<file path="config.mk">
export PLATFORM = sky130hd
export DESIGN_NAME = circular_deque_engine_unit
export DESIGN_NICKNAME = d
export VERILOG_FILES = /design/src/rtl/cdq_pkg.sv /design/src/rtl/cdq_ram.sv /design/src/rtl/cdq_ctrl.sv /design/src/rtl/cdq_dp.sv /design/src/rtl/circular_deque_engine_unit.sv
export SDC_FILE = /design/constraint.sdc
export NUM_CORES = 1
export LEC_CHECK = 0
export ABC_CLOCK_PERIOD_IN_PS = 6700
export BUFFER_PORTS_ARGS = -buffer_cell sky130_fd_sc_hd__buf_2
export CORE_MARGIN = 3
export CORE_UTILIZATION = 24
export DETAILED_ROUTE_END_ITERATION = 12
export PLACE_DENSITY_LB_ADDON = 0.12
export SYNTH_ARGS = -nofsm -noshare
export SYNTH_HDL_FRONTEND = slang
export SYNTH_SLANG_ARGS = --single-unit
</file>
<file path="constraint.sdc">
create_clock -name clk -period 6.7 [get_ports clk]
set_input_delay 1.34 -clock clk [delete_from_list [all_inputs] [get_ports clk]]
set_output_delay 1.34 -clock clk [all_outputs]
set_load 0.03 [all_outputs]
</file>
<file path="src/rtl/cdq_pkg.sv">
package cdq_pkg;

  localparam int DEPTH_DEF = 8;
  localparam int WORD_W    = 32;
  localparam int REQ_W     = 2;
  localparam int STAT_W    = 2;

  localparam logic [REQ_W-1:0] REQ_INS_FRONT = 2'd0;
  localparam logic [REQ_W-1:0] REQ_INS_REAR  = 2'd1;
  localparam logic [REQ_W-1:0] REQ_DEL_FRONT = 2'd2;
  localparam logic [REQ_W-1:0] REQ_DEL_REAR  = 2'd3;

  localparam logic [STAT_W-1:0] STAT_DONE      = 2'd0;
  localparam logic [STAT_W-1:0] STAT_REJ_FULL  = 2'd1;
  localparam logic [STAT_W-1:0] STAT_REJ_EMPTY = 2'd2;

  typedef struct packed {
    logic load_req;
    logic do_write;
    logic do_read;
    logic upd_ptr;
    logic load_out;
  } cmd_t;

  typedef struct packed {
    logic is_insert;
    logic full;
    logic empty;
  } sts_t;

endpackage

</file>
<file path="src/rtl/cdq_ram.sv">
module cdq_ram #(
  parameter int WIDTH = 32,
  parameter int DEPTH = 8
) (
  input  logic                     clk,
  input  logic                     we,
  input  logic [$clog2(DEPTH)-1:0] waddr,
  input  logic [WIDTH-1:0]         wdata,
  input  logic                     re,
  input  logic [$clog2(DEPTH)-1:0] raddr,
  output logic [WIDTH-1:0]         rdata
);

  logic [WIDTH-1:0] mem [DEPTH];

  always_ff @(posedge clk) begin
    if (we) begin
      mem[waddr] <= wdata;
    end
    if (re) begin
      rdata <= mem[raddr];
    end
  end

endmodule

</file>
<file path="src/rtl/cdq_ctrl.sv">
module cdq_ctrl (
  input  logic          clk,
  input  logic          rst,
  input  logic          req_valid,
  output logic          req_ready,
  output logic          rsp_valid,
  input  logic          rsp_ready,
  input  cdq_pkg::sts_t sts,
  output cdq_pkg::cmd_t cmd
);

  localparam logic [1:0] S_IDLE  = 2'd0;
  localparam logic [1:0] S_EXEC  = 2'd1;
  localparam logic [1:0] S_RDATA = 2'd2;

  logic [1:0] state;
  logic [1:0] state_next;
  logic       out_free;

  assign out_free  = !rsp_valid || rsp_ready;
  assign req_ready = (state == S_IDLE);

  always_comb begin
    cmd        = '0;
    state_next = state;
    unique case (state)
      S_IDLE: begin
        if (req_valid) begin
          cmd.load_req = 1'b1;
          state_next   = S_EXEC;
        end
      end
      S_EXEC: begin
        if (sts.is_insert) begin
          if (out_free) begin
            cmd.do_write = !sts.full;
            cmd.upd_ptr  = !sts.full;
            cmd.load_out = 1'b1;
            state_next   = S_IDLE;
          end
        end else if (sts.empty) begin
          if (out_free) begin
            cmd.load_out = 1'b1;
            state_next   = S_IDLE;
          end
        end else begin
          cmd.do_read = 1'b1;
          state_next  = S_RDATA;
        end
      end
      S_RDATA: begin
        if (out_free) begin
          cmd.upd_ptr  = 1'b1;
          cmd.load_out = 1'b1;
          state_next   = S_IDLE;
        end
      end
      default: state_next = S_IDLE;
    endcase
  end

  always_ff @(posedge clk) begin
    if (rst) begin
      state     <= S_IDLE;
      rsp_valid <= 1'b0;
    end else begin
      state <= state_next;
      if (cmd.load_out) begin
        rsp_valid <= 1'b1;
      end else if (rsp_ready) begin
        rsp_valid <= 1'b0;
      end
    end
  end

endmodule

</file>
<file path="src/rtl/cdq_dp.sv">
module cdq_dp #(
  parameter int DEPTH = cdq_pkg::DEPTH_DEF
) (
  input  logic                              clk,
  input  logic                              rst,
  input  cdq_pkg::cmd_t                     cmd,
  output cdq_pkg::sts_t                     sts,
  input  logic [cdq_pkg::REQ_W-1:0]         req_type,
  input  logic signed [cdq_pkg::WORD_W-1:0] value,
  output logic [cdq_pkg::STAT_W-1:0]        status,
  output logic signed [cdq_pkg::WORD_W-1:0] removed_value,
  output logic                              is_empty,
  output logic                              is_full
);

  localparam int AW = $clog2(DEPTH);
  localparam logic [AW-1:0] LAST = AW'(DEPTH - 1);

  logic [cdq_pkg::REQ_W-1:0]  req_r;
  logic [cdq_pkg::WORD_W-1:0] value_r;
  logic [AW-1:0]              head;
  logic [AW-1:0]              tail;
  logic                       empty;

  logic                       ins;
  logic                       front;
  logic                       full;
  logic                       succ;
  logic [AW-1:0]              head_next;
  logic [AW-1:0]              tail_next;
  logic                       empty_next;
  logic [AW-1:0]              head_eff;
  logic [AW-1:0]              tail_eff;
  logic                       empty_eff;
  logic [AW-1:0]              waddr;
  logic [AW-1:0]              raddr;
  logic [cdq_pkg::WORD_W-1:0] rdata;

  function automatic logic [AW-1:0] wrap_inc(input logic [AW-1:0] p);
    return (p == LAST) ? '0 : p + AW'(1);
  endfunction

  function automatic logic [AW-1:0] wrap_dec(input logic [AW-1:0] p);
    return (p == '0) ? LAST : p - AW'(1);
  endfunction

  assign ins   = (req_r == cdq_pkg::REQ_INS_FRONT) || (req_r == cdq_pkg::REQ_INS_REAR);
  assign front = (req_r == cdq_pkg::REQ_INS_FRONT) || (req_r == cdq_pkg::REQ_DEL_FRONT);
  assign full  = !empty && (wrap_inc(tail) == head);
  assign succ  = ins ? !full : !empty;

  assign sts.is_insert = ins;
  assign sts.full      = full;
  assign sts.empty     = empty;

  always_comb begin
    head_next  = head;
    tail_next  = tail;
    empty_next = empty;
    if (ins) begin
      if (empty) begin
        head_next  = '0;
        tail_next  = '0;
        empty_next = 1'b0;
      end else if (front) begin
        head_next = wrap_dec(head);
      end else begin
        tail_next = wrap_inc(tail);
      end
    end else begin
      if (head == tail) begin
        head_next  = '0;
        tail_next  = '0;
        empty_next = 1'b1;
      end else if (front) begin
        head_next = wrap_inc(head);
      end else begin
        tail_next = wrap_dec(tail);
      end
    end
  end

  assign head_eff  = succ ? head_next : head;
  assign tail_eff  = succ ? tail_next : tail;
  assign empty_eff = succ ? empty_next : empty;

  assign waddr = empty ? '0 : (front ? head_next : tail_next);
  assign raddr = front ? head : tail;

  cdq_ram #(
    .WIDTH(cdq_pkg::WORD_W),
    .DEPTH(DEPTH)
  ) u_ram (
    .clk  (clk),
    .we   (cmd.do_write),
    .waddr(waddr),
    .wdata(value_r),
    .re   (cmd.do_read),
    .raddr(raddr),
    .rdata(rdata)
  );

  always_ff @(posedge clk) begin
    if (rst) begin
      head  <= '0;
      tail  <= '0;
      empty <= 1'b1;
    end else if (cmd.upd_ptr) begin
      head  <= head_next;
      tail  <= tail_next;
      empty <= empty_next;
    end
  end

  always_ff @(posedge clk) begin
    if (cmd.load_req) begin
      req_r   <= req_type;
      value_r <= value;
    end
    if (cmd.load_out) begin
      if (ins) begin
        status <= full ? cdq_pkg::STAT_REJ_FULL : cdq_pkg::STAT_DONE;
      end else begin
        status <= empty ? cdq_pkg::STAT_REJ_EMPTY : cdq_pkg::STAT_DONE;
      end
      removed_value <= (!ins && !empty) ? rdata : '0;
      is_empty      <= empty_eff;
      is_full       <= !empty_eff && (wrap_inc(tail_eff) == head_eff);
    end
  end

endmodule

</file>
<file path="src/rtl/circular_deque_engine_unit.sv">
// Channel  Handshake             Payload
// req      req_valid/req_ready   req_type, value
// rsp      rsp_valid/rsp_ready   status, removed_value, is_empty, is_full
//
// Insert: execute loads the result; only one request is in flight at a time.
// Delete: execute, then read loads the result (an empty deque is rejected
// from execute); the extra step is the registered read of the slot RAM.
// A result waits in the output register; the next request is taken meanwhile
// and holds in execute or read until the output register frees.
// rst (synchronous) empties the deque; slot contents are not cleared.
module circular_deque_engine_unit #(
  parameter int DEPTH = cdq_pkg::DEPTH_DEF
) (
  input  logic                              clk,
  input  logic                              rst,
  input  logic                              req_valid,
  output logic                              req_ready,
  input  logic [cdq_pkg::REQ_W-1:0]         req_type,
  input  logic signed [cdq_pkg::WORD_W-1:0] value,
  output logic                              rsp_valid,
  input  logic                              rsp_ready,
  output logic [cdq_pkg::STAT_W-1:0]        status,
  output logic signed [cdq_pkg::WORD_W-1:0] removed_value,
  output logic                              is_empty,
  output logic                              is_full
);

  cdq_pkg::cmd_t cmd;
  cdq_pkg::sts_t sts;

  cdq_ctrl u_ctrl (
    .clk      (clk),
    .rst      (rst),
    .req_valid(req_valid),
    .req_ready(req_ready),
    .rsp_valid(rsp_valid),
    .rsp_ready(rsp_ready),
    .sts      (sts),
    .cmd      (cmd)
  );

  cdq_dp #(
    .DEPTH(DEPTH)
  ) u_dp (
    .clk          (clk),
    .rst          (rst),
    .cmd          (cmd),
    .sts          (sts),
    .req_type     (req_type),
    .value        (value),
    .status       (status),
    .removed_value(removed_value),
    .is_empty     (is_empty),
    .is_full      (is_full)
  );

endmodule

</file>
### Word-level counts from Yosys, hierarchy flattened

Memory sizes are Yosys's and may differ from the RTL's. A register that Yosys moved wholly into a read port is not among the register bits.
Index checks and enable logic that the tools add are counted.
Widths: inputs -> output; s select.

* add/subtract/negate cells: 5
* eq/ne operators: 11
* reduce and logical (&&, ||, !) cells: 16
* multiplexer cells: 50

Operators by type and width (number)
* $mux 3: 20
* $mux 1: 19
* $mux 2: 9
* $add 3x1->3 const B: 3
* $eq 3x3->1: 3
* $eq 3x3->1 const B: 3
* $logic_not 3->1: 2
* $pmux 2 s3: 1
* $sub 3x1->3 const B: 2
* $logic_not 1->1: 5
* $eq 2x1->1 const B: 2
* $eq 2x2->1 const B: 2
* $logic_not 2->1: 2
* $pmux 2 s2: 1
* $logic_and 1x1->1: 3
* $logic_or 1x1->1: 3
* $ne 2x2->1 const B: 1
* $reduce_bool 2->1: 1

* bits of input ports: 38
* register bits after elaboration: 80
* memory bits (writable): 256
* output and inout port bits: 38
* word-level logic and storage cells: 94
* memories: 1

Memories
* u_dp.u_ram.mem: words 8, width 32, read ports 1, clocked after Yosys merged registers in 1, write ports 1, line cdq_ram.sv:14 `logic [WIDTH-1:0] mem [DEPTH];`

### Depth between registers and ports, before layout

Gate-level depths: netlist (run 1).

* depth after elaboration: 11
* depth in mapped cells: 12
* depth with buffers taken out: 11

### Hierarchy

From an unflattened synthesis (run 1), not the netlist that was laid out.

* cells, all modules: 684
* area, all modules: 14332.5 um2

By module, submodules not included
* cdq_ram: area each 10786.6 um2, cells each 415, times used 1, seq. area each 8648.3 um2
* cdq_dp: area each 3271.9 um2, cells each 236, times used 1, seq. area each 2242.2 um2
* cdq_ctrl: area each 274.0 um2, cells each 33, times used 1, seq. area each 60.1 um2

### Worst setup path after synthesis (run 1)

Ideal clock, no wire load.

* path kind: input to register
* start point: in rsp_ready
* end point: mem u_dp.u_ram.mem[3][0], enable pin
* library setup time: 0.501 ns
* arrival: 5.043 ns
* path buffers: 0
* cell stages on the path: 4
* slack: 1.156 ns
* required time: 6.199 ns
* path through: nand2b_1 > o2111a_1 > o21ai_1 > nor4_1

* word-level cells in the longest chain between the ends: 6

RTL lines
* start: declaration: line circular_deque_engine_unit.sv:21 `input logic rsp_ready,`
* $logic_or 1x1->1: line cdq_ctrl.sv:20 `assign out_free = !rsp_valid || rsp_ready;`
* $mux 1: line cdq_ctrl.sv:35 `if (out_free) begin`
* $mux 1: line cdq_ctrl.sv:34 `if (sts.is_insert) begin`
* $mux 2: line cdq_ctrl.sv:26 `unique case (state)`
* $mux 1: line cdq_ram.sv:17 `if (we) begin`
* $mux 1 (implied by the code): line cdq_ram.sv:18 `mem[waddr] <= wdata;`
* end: declaration: line cdq_ram.sv:14

No other way between the ends.

### Worst setup path after layout (run 1)

* start point: reg u_dp.req_r[1] in the netlist's numbering
* end point: mem u_dp.u_ram.mem[0][27], enable pin

* word-level cells in the longest chain between the ends: 7
* elaborated cells on any way between the ends: 21
* those cells by class: eq/ne: 2; mux: 16; reduce/logical: 3

RTL lines
* start: declaration: line cdq_dp.sv:19 `logic [cdq_pkg::REQ_W-1:0] req_r;`
* start signal: assignment: line cdq_dp.sv:117 `req_r <= req_type;`
* $eq 2x2->1 or $logic_not 2->1 (tied branches): line cdq_dp.sv:48, cdq_dp.sv:47
* $logic_or 1x1->1: line cdq_dp.sv:48 `assign front = (req_r == cdq_pkg::REQ_INS_FRONT) || (req_r == cdq_pkg::REQ_DEL_FRONT);`
* $mux 3 (on tied branches): line cdq_dp.sv:75, cdq_dp.sv:65
* $mux 3 (on tied branches): line cdq_dp.sv:71, cdq_dp.sv:61
* $mux 3: line cdq_dp.sv:60 `if (ins) begin`
* $mux 3 (2 in series): line cdq_dp.sv:87 `assign waddr = empty ? '0 : (front ? head_next : tail_next);`

Parallel ways exist; a longest one is shown, timed or not.

==> impl_results.md, run 1 <==
* Fin crit share at 0.548
* WHS Path Cells at 2
* Inserted Diodes at 0
* Vias/cell at ~4.3
* Post-Route WL at 33.9 mm
* Detail Placement HPWL at 17.8 mm
* RSZ-0062 raised after global routing: no
* Worst Hold Class: flop to flop
* Worst-path cell chain: buf_4 > a211oi_1 > a21oi_1 > mux2i_1 > inv_1 > a21oi_1 > nor2_4 > buf_4
* Psw at about 1000 uW
* Power Internal at 3920 uW
* Gr usage total at 0.108
* Initial DRC count at 339
* Avg Cell Area, Syn at 21.2 sq um
* Hold EP: u_ctrl.state[0]$_SDFFE_PP0P_
* CTS Root Cell: clkbuf_16
* Count leader, synth: edfxtp_1
* Die area at between 0.06 and 0.07 sq mm
* Area of the mapped netlist at between 0.01 and 0.015 sq mm
* Worst slew pin tran at around 1.2 ns
* Gpl congestion at about 0.7
* Worst r2r path cells at 8
* Share of layout cells above drive strength 1 at 0.278
* Worst EP arrival at between 3 and 4 ns
* Core Box Area at slightly below 0.06 sq mm
* Final setup violation count at 0
* Slowest CP cell: edfxtp_1
* Top post-synthesis cells by area: edfxtp_1, mux4_1, mux2_2
* Routed Antenna Nets at 0
* Clock Power Share at 0.457
* First-pass iteration count of the detailed router at 4
* Leak at 0.00574 uW
* Post-CTS Setup Inserts at 0
* Largest net degree at the start of global routing at 65
* CTS Hold Buffers Added at 0
* Seq pwr share at 0.522
* Top cell type's share of synthesized area at 0.751
* TritonCTS clock tree: done
* Post-route setup TNS at 0 ns
* Hold Violations, Final at 0
* CP endpoint kind: flop
* Clock-pin slew on the worst setup and hold paths at 0.06 ns
* Fmax at 272 MHz
* Most instantiated cells after synthesis: edfxtp_1, mux4_1, and3_1, mux2_2, nor2_1
* Final min period at between 3 and 4 ns
* Cell taking the most area after synthesis: edfxtp_1
* # Max-Cap Violations at 0
* Cts repair resizes at 0
* Synth Register Bits at about 370
* Count of pins over their slew limit at 0
* Part of the Yosys area used for sequential elements at 0.765
* Clock Latency Late Sink at around 0.56 ns
* Net count after synthesis at approximately 730
* Post-route DRC violation count at 0
* Synthesis-to-finish area growth at 18.8%
* Via count at ~6700
* Ys flop type: edfxtp_1
* Die Wd at 250 um
* First-pass GRT wire length at between 40 and 50 mm
* Deepest clock path buffer count at 3
* Post-place instance area at approximately 0.016 sq mm
* IO Count at 76
* Synth cell types at 54
* Status: completed
* Filler cell count at roughly 5800
* Asr flop ratio synth at 0
* Grt total ovfl at 0
* Row cnt at 88
* Wirelength per Cell at ~21 um
* Critical Path Start Type: flop
* Power density cells at between 200 and 300 mW/mm^2
* Number of global-route vias before repair at roughly 7200
* HP Start: u_ctrl.state[0]$_SDFFE_PP0P_
* Clock sink total at approximately 370
* PortBufs at 75
* Combinational group share of total power at 0.021
* Max VDD drop at approximately 0.00016 V
* Die Height at ~250 um
* Syn Inst Count at 674
* Worst path max stage delay at roughly 0.87 ns
* Switching Share at 0.210
* Worst clock skew at 0.0124 ns
* Starting Density at 0.245
* Finished Cell Area at 0.0170 sq mm
* Worst Path Required at 6.90 ns
* Worst R2R Start: u_dp.req_r[1]$_DFFE_PP_
* Worst r2r dst: u_dp.u_ram.mem[0][27]$_DFFE_PP_
* Critical path fanouts, max at 29
* Setup CP Type: flop to flop
* Post-synth EDFFs at roughly 360
* Initial antenna violation count at 1
* Cts bufs inserted at 45
* Max-slew headroom at 0.232
* Worst R2R Setup Slack at 3.03 ns
* Layout Nets at just over 800
* H-Tree Depth at 2
* Synth warn at 0
-- power by group through the flow --
stage,logic (uW),clock network (uW),registers (uW)
global placement,109,0,2640
detailed placement,109,0,2640
global route,115,2460,2600
finish,104,2270,2590
floorplan,54.7,0,2630
CTS,109,2380,2590
-- sequential cells by signal, indices dropped and copies added, names as in the netlist --
register / count
u_dp.head: 3
u_ctrl.rsp_valid: 1
u_dp.is_empty: 1
u_ctrl.state: 2
u_dp.u_ram.mem: 256
u_dp.removed_value: 32
u_dp.tail: 3
u_dp.req_r: 2
u_dp.empty: 1
u_dp.value_r: 32
u_dp.is_full: 1
u_dp.status: 2
u_dp.u_ram.rdata: 32
-- cells by family after synthesis --
group	count (synthesis)	synth area share
DFF	368	0.765
muxes	100	0.141
and+or+nand+nor	95	0.0372
buffers and inverters	47	0.0201
AOI/OAI and AO/OA	43	0.0195
adders and majority gates	13	0.0114
xor gates and xnor gates	8	0.00542
-- cells in the final DEF (no fill, tap or decap), drive strengths merged, types with 3 or more instances in the layout --
| master | netlist | layout |
|---|---|---|
| mux2i | 4 | 4 |
| mux2 | 32 | 32 |
| clkinvlp | 0 | 4 |
| nor3 | 12 | 12 |
| nor2b | 5 | 5 |
| o31ai | 3 | 3 |
| a21oi | 18 | 18 |
| buf | 17 | 91 |
| and3 | 33 | 33 |
| o21ai | 10 | 10 |
| nor2 | 20 | 20 |
| nor4 | 4 | 4 |
| dfxtp | 10 | 10 |
| inv | 15 | 14 |
| edfxtp | 358 | 358 |
| xnor2 | 4 | 4 |
| nand2 | 8 | 8 |
| mux4 | 64 | 64 |
| xor2 | 4 | 4 |
| clkinv | 0 | 21 |
| ha | 13 | 13 |
| clkbuf | 15 | 55 |
| nand2b | 4 | 4 |
-- how the worst max path moves through the flow --
stage                       startpoint                         endpoint  slack (ns)  cells after the start
2_1_floorplan                rsp_ready   u_dp.u_ram.mem[3][0]$_DFFE_PP_        1.16                      4
3_3_place_gp   u_dp.req_r[1]$_DFFE_PP_  u_dp.u_ram.mem[1][26]$_DFFE_PP_        2.93                      8
3_5_place_dp   u_dp.req_r[1]$_DFFE_PP_  u_dp.u_ram.mem[1][27]$_DFFE_PP_        2.93                      8
4_1_cts        u_dp.req_r[1]$_DFFE_PP_  u_dp.u_ram.mem[1][30]$_DFFE_PP_        2.92                      8
5_1_grt        u_dp.req_r[1]$_DFFE_PP_   u_dp.u_ram.mem[1][1]$_DFFE_PP_        2.71                      8
6_report       u_dp.req_r[1]$_DFFE_PP_  u_dp.u_ram.mem[0][27]$_DFFE_PP_        3.03                      8
-- per-layer routing --
metal | GRT usage | wire length (um) | share of wire
met5 | 0 | 0 | 0
met2 | 0.173 | 15900 | 0.47
met4 | 0.0381 | 859 | 0.025
met1 | 0.148 | 15800 | 0.46
met3 | 0.0210 | 1400 | 0.041
-- worst max-delay path, delay by kind of cell (launching register included) --
kind,cells,cell delay (ns)
compound gates,3,0.58
simple gates,1,0.43
flops,1,0.87
buf+inv,3,1.19
mux,1,0.22
-- final cells by class --
cell class	count	area, sq um	share of cell area
flip-flops and latches	368	11000	0.644
multi-input cells	259	3170	0.186
clock buffers	55	1180	0.0697
well taps	765	957	0.0563
repair buffers	91	495	0.0291
clock inverters	26	188	0.0110
inverters	15	56.3	0.00331
-- metrics by stage --
| step | setup WS (ns) | util | power, uW | cells | hold WS, ns |
|---|---|---|---|---|---|
| 5_1_grt | 2.71 | 0.291 | 5170 | 1579 | 0.574 |
| 6_report | 3.03 | 0.291 | 4970 | 1579 | 0.532 |
| 3_3_place_gp | 2.93 | 0.268 | 2750 | 1498 | 0.525 |
| 2_1_floorplan | 1.16 | - | 2690 | 674 | 0.484 |
| 4_1_cts | 2.92 | 0.291 | 5080 | 1579 | 0.540 |
| 3_5_place_dp | 2.93 | 0.268 | 2750 | 1498 | 0.529 |
Note: power is estimated with default switching activity, not from simulation.
==> run 2: changes to the inputs <==
- ABC_CLOCK_PERIOD_IN_PS: 6700 -> 3390
- clock period: 6.7 -> 3.39 ns (I/O delays scaled with it)
==> run 2 against run 1 <==
Register-to-register slack got worse by 2.8 ns. Setup slack lost 2.8 ns. Design area increased by 1.5%. Final cell count rose by 0.89%. Critical endpoint is now u_dp.u_ram.mem[4][3]$_DFFE_PP_. Clock power increased by 93%. Die area is the same. Critical path depth up 3. Routed wire length is 4.3% lower. Total power up 95%. Non-clock buffer count up 22.
==> impl_results.md, run 2 (synthesis gave the netlist of run 1 again) <==
* Starting Density at 0.245 (unchanged)
* TritonCTS clock tree: done
* Via count at 6687 (-0.43%)
* First-pass iteration count of the detailed router at 4 (unchanged)
* Most frequent cells in the layout: edfxtp_1, buf_2, mux4_1, clkbuf_16
* CP endpoint kind: flop
* Initial antenna violation count at 0 (-1)
* Status: completed
* Worst clock skew at 0.00853 ns (-0.00390 ns)
* Cts bufs inserted at 43 (-4.4%)
* Fmax at 320 MHz (+17%)
* Row cnt at 88 (unchanged)
* Clock Latency Late Sink at 0.55 ns (about the same)
* Hold Violations, Final at 0 (unchanged)
* Max FFs per register at 256 (unchanged)
* Grt total ovfl at 0 (unchanged)
* HP Start: value[23]
* IO Count at 76 (unchanged)
* CTS Root Cell: clkbuf_16
* Most common cell after layout, fill and taps aside: edfxtp_1
* Clock-pin slew on the worst setup and hold paths at 0.06 ns (about the same)
* Vias/cell at 4.20 (-1.3%)
* Final core occ at 0.296 (+0.00435)
* Die Height at 250 um (unchanged)
* Filler cell count at 5716 (-1.1%)
* # Max-Cap Violations at 0 (unchanged)
* Die area at 0.0626 sq mm (unchanged)
* H-Tree Depth at 2 (unchanged)
* Number of global-route vias before repair at 7411 (+2.4%)
* Final min period at 3.13 ns (-0.547 ns)
* First-pass GRT wire length at 48.5 mm (-2.8%)
* Worst slew pin tran at 0.799 ns (-0.352 ns)
* Worst Hold Class: input pin to flop
* Worst EP arrival at 3.42 ns (-0.45 ns)
* RSZ-0062 raised after global routing: no
* Fin crit share at 0.922 (+0.374)
* Wirelength per Cell at 20.4 um (-5.2%)
* Post-Route WL at 32.5 mm (-4.3%)
* Max VDD drop at 0.000278 V (+74%)
* Post-route DRC violation count at 0 (unchanged)
* Count of pins over their slew limit at 0 (unchanged)
* PortBufs at 75 (unchanged)
* Synthesis-to-finish area growth at 20.5%
* Gpl congestion at 0.677 (-0.75%)
* Worst Path Required at 3.68 ns (-3.22 ns)
* Core Box Area at 0.0584 sq mm (unchanged)
* Worst R2R Start: u_dp.tail[0]$_SDFFE_PP0P_
* Pwr Total at 9710 uW (+95%)
* Largest net degree at the start of global routing at 65 (unchanged)
* Routed Antenna Nets at 0 (unchanged)
* Reg with most FFs: u_dp.u_ram.mem
* Inserted Diodes at 0 (unchanged)
* Crit path from: u_dp.tail[0]$_SDFFE_PP0P_
* Initial DRC count at 358 (+5.6%)
* Share of layout cells above drive strength 1 at 0.295 (+0.0170)
* CTS Hold Buffers Added at 0 (unchanged)
* Detail Placement HPWL at 18.6 mm (+4.4%)
* Die Wd at 250 um (unchanged)
* Power density cells at 563 mW/mm^2 (+93%)
* Critical path fanouts, max at 22 (-24%)
* Max-slew headroom at 0.464 (+0.231)
* Final setup violation count at 0 (unchanged)
* Deepest clock path buffer count at 3 (unchanged)
* Critical Path Start Type: flop
* Layout Nets at 851 (+2.4%)
* Gr usage total at 0.104 (-0.00413)
* Setup CP Type: flop to flop
* Post-route setup TNS at 0 ns (unchanged)
* Leak at 0.00590 uW (+2.7%)
* Clock sink total at 368 (unchanged)
run 2: changes by cell type in the layout (fill, tap and decap cells not counted), sizes merged:
| cell | change |
|---|---|
| clkinvlp | -3 |
| clkbuf | -1 |
| buf | +22 |
| clkinv | -8 |
| inv | +2 |
| bufinv | +2 |
run 2: final cells by class:
class / instances / area [sq um] / area share
Clock inverter: 19 / 198 / 0.0115
Sequential cell: 368 / 11000 / 0.635
Inverter: 15 / 56.3 / 0.00326
Tap cell: 765 / 957 / 0.0555
Timing Repair Buffer: 113 / 773 / 0.0448
Multi-Input combinational cell: 259 / 3200 / 0.185
Clock buffer: 54 / 1120 / 0.0648
run 2: through the flow:
stage                     instance area, sq um  setup slack, ns  std cells  hold slack [ns]
after floorplan                          14300           -0.575        674            0.484
after global placement                   15800            0.281       1509            0.495
after detailed placement                 15800            0.153       1509            0.536
after CTS                                17100            0.152       1582            0.249
after global routing                     17300           0.0698       1593            0.264
final                                    17300            0.264       1593            0.298
run 2: power breakdown:
part	internal, uW	switching, uW
logic	82.1	140
registers	5050	63.5
clock network	2620	1740
run 2: routing by layer:
metal,up-vias,part of all wire,wire [um],track usage
li1,3036,-,-,-
met2,100,0.50,16400,0.180
met5,-,0,0,0
met4,0,0.025,800,0.0368
met3,52,0.035,1120,0.0204
met1,3499,0.44,14200,0.130
run 2: worst paths after layout:
check / end / slack, ns / cells after the start
max: u_dp.u_ram.mem[4][3]$_DFFE_PP_ / 0.26 / 11
min: u_dp.value_r[23]$_DFFE_PP_ / 0.30 / 1
max reg2reg: u_dp.u_ram.mem[4][3]$_DFFE_PP_ / 0.26 / 11
min reg2reg: u_ctrl.state[0]$_SDFFE_PP0P_ / 0.55 / 2
run 2: repair_timing:
item | 4_1_cts | 5_1_grt
setup endpoints to repair | 0 | 42
resized for setup | 0 | 1
setup buffers | 0 | 11
run 2: worst max-delay path, cell delays in order (launching register included):
cell and delay [ns]:
dfxtp_1 0.39, inv_1 0.13, ha_1 0.16, nor2b_1 0.20, a21oi_1 0.09, o21bai_1 0.27, mux2i_1 0.56, inv_1 0.20
a21oi_1 0.41, nor2_4 0.09, buf_12 0.16, buf_12 0.18
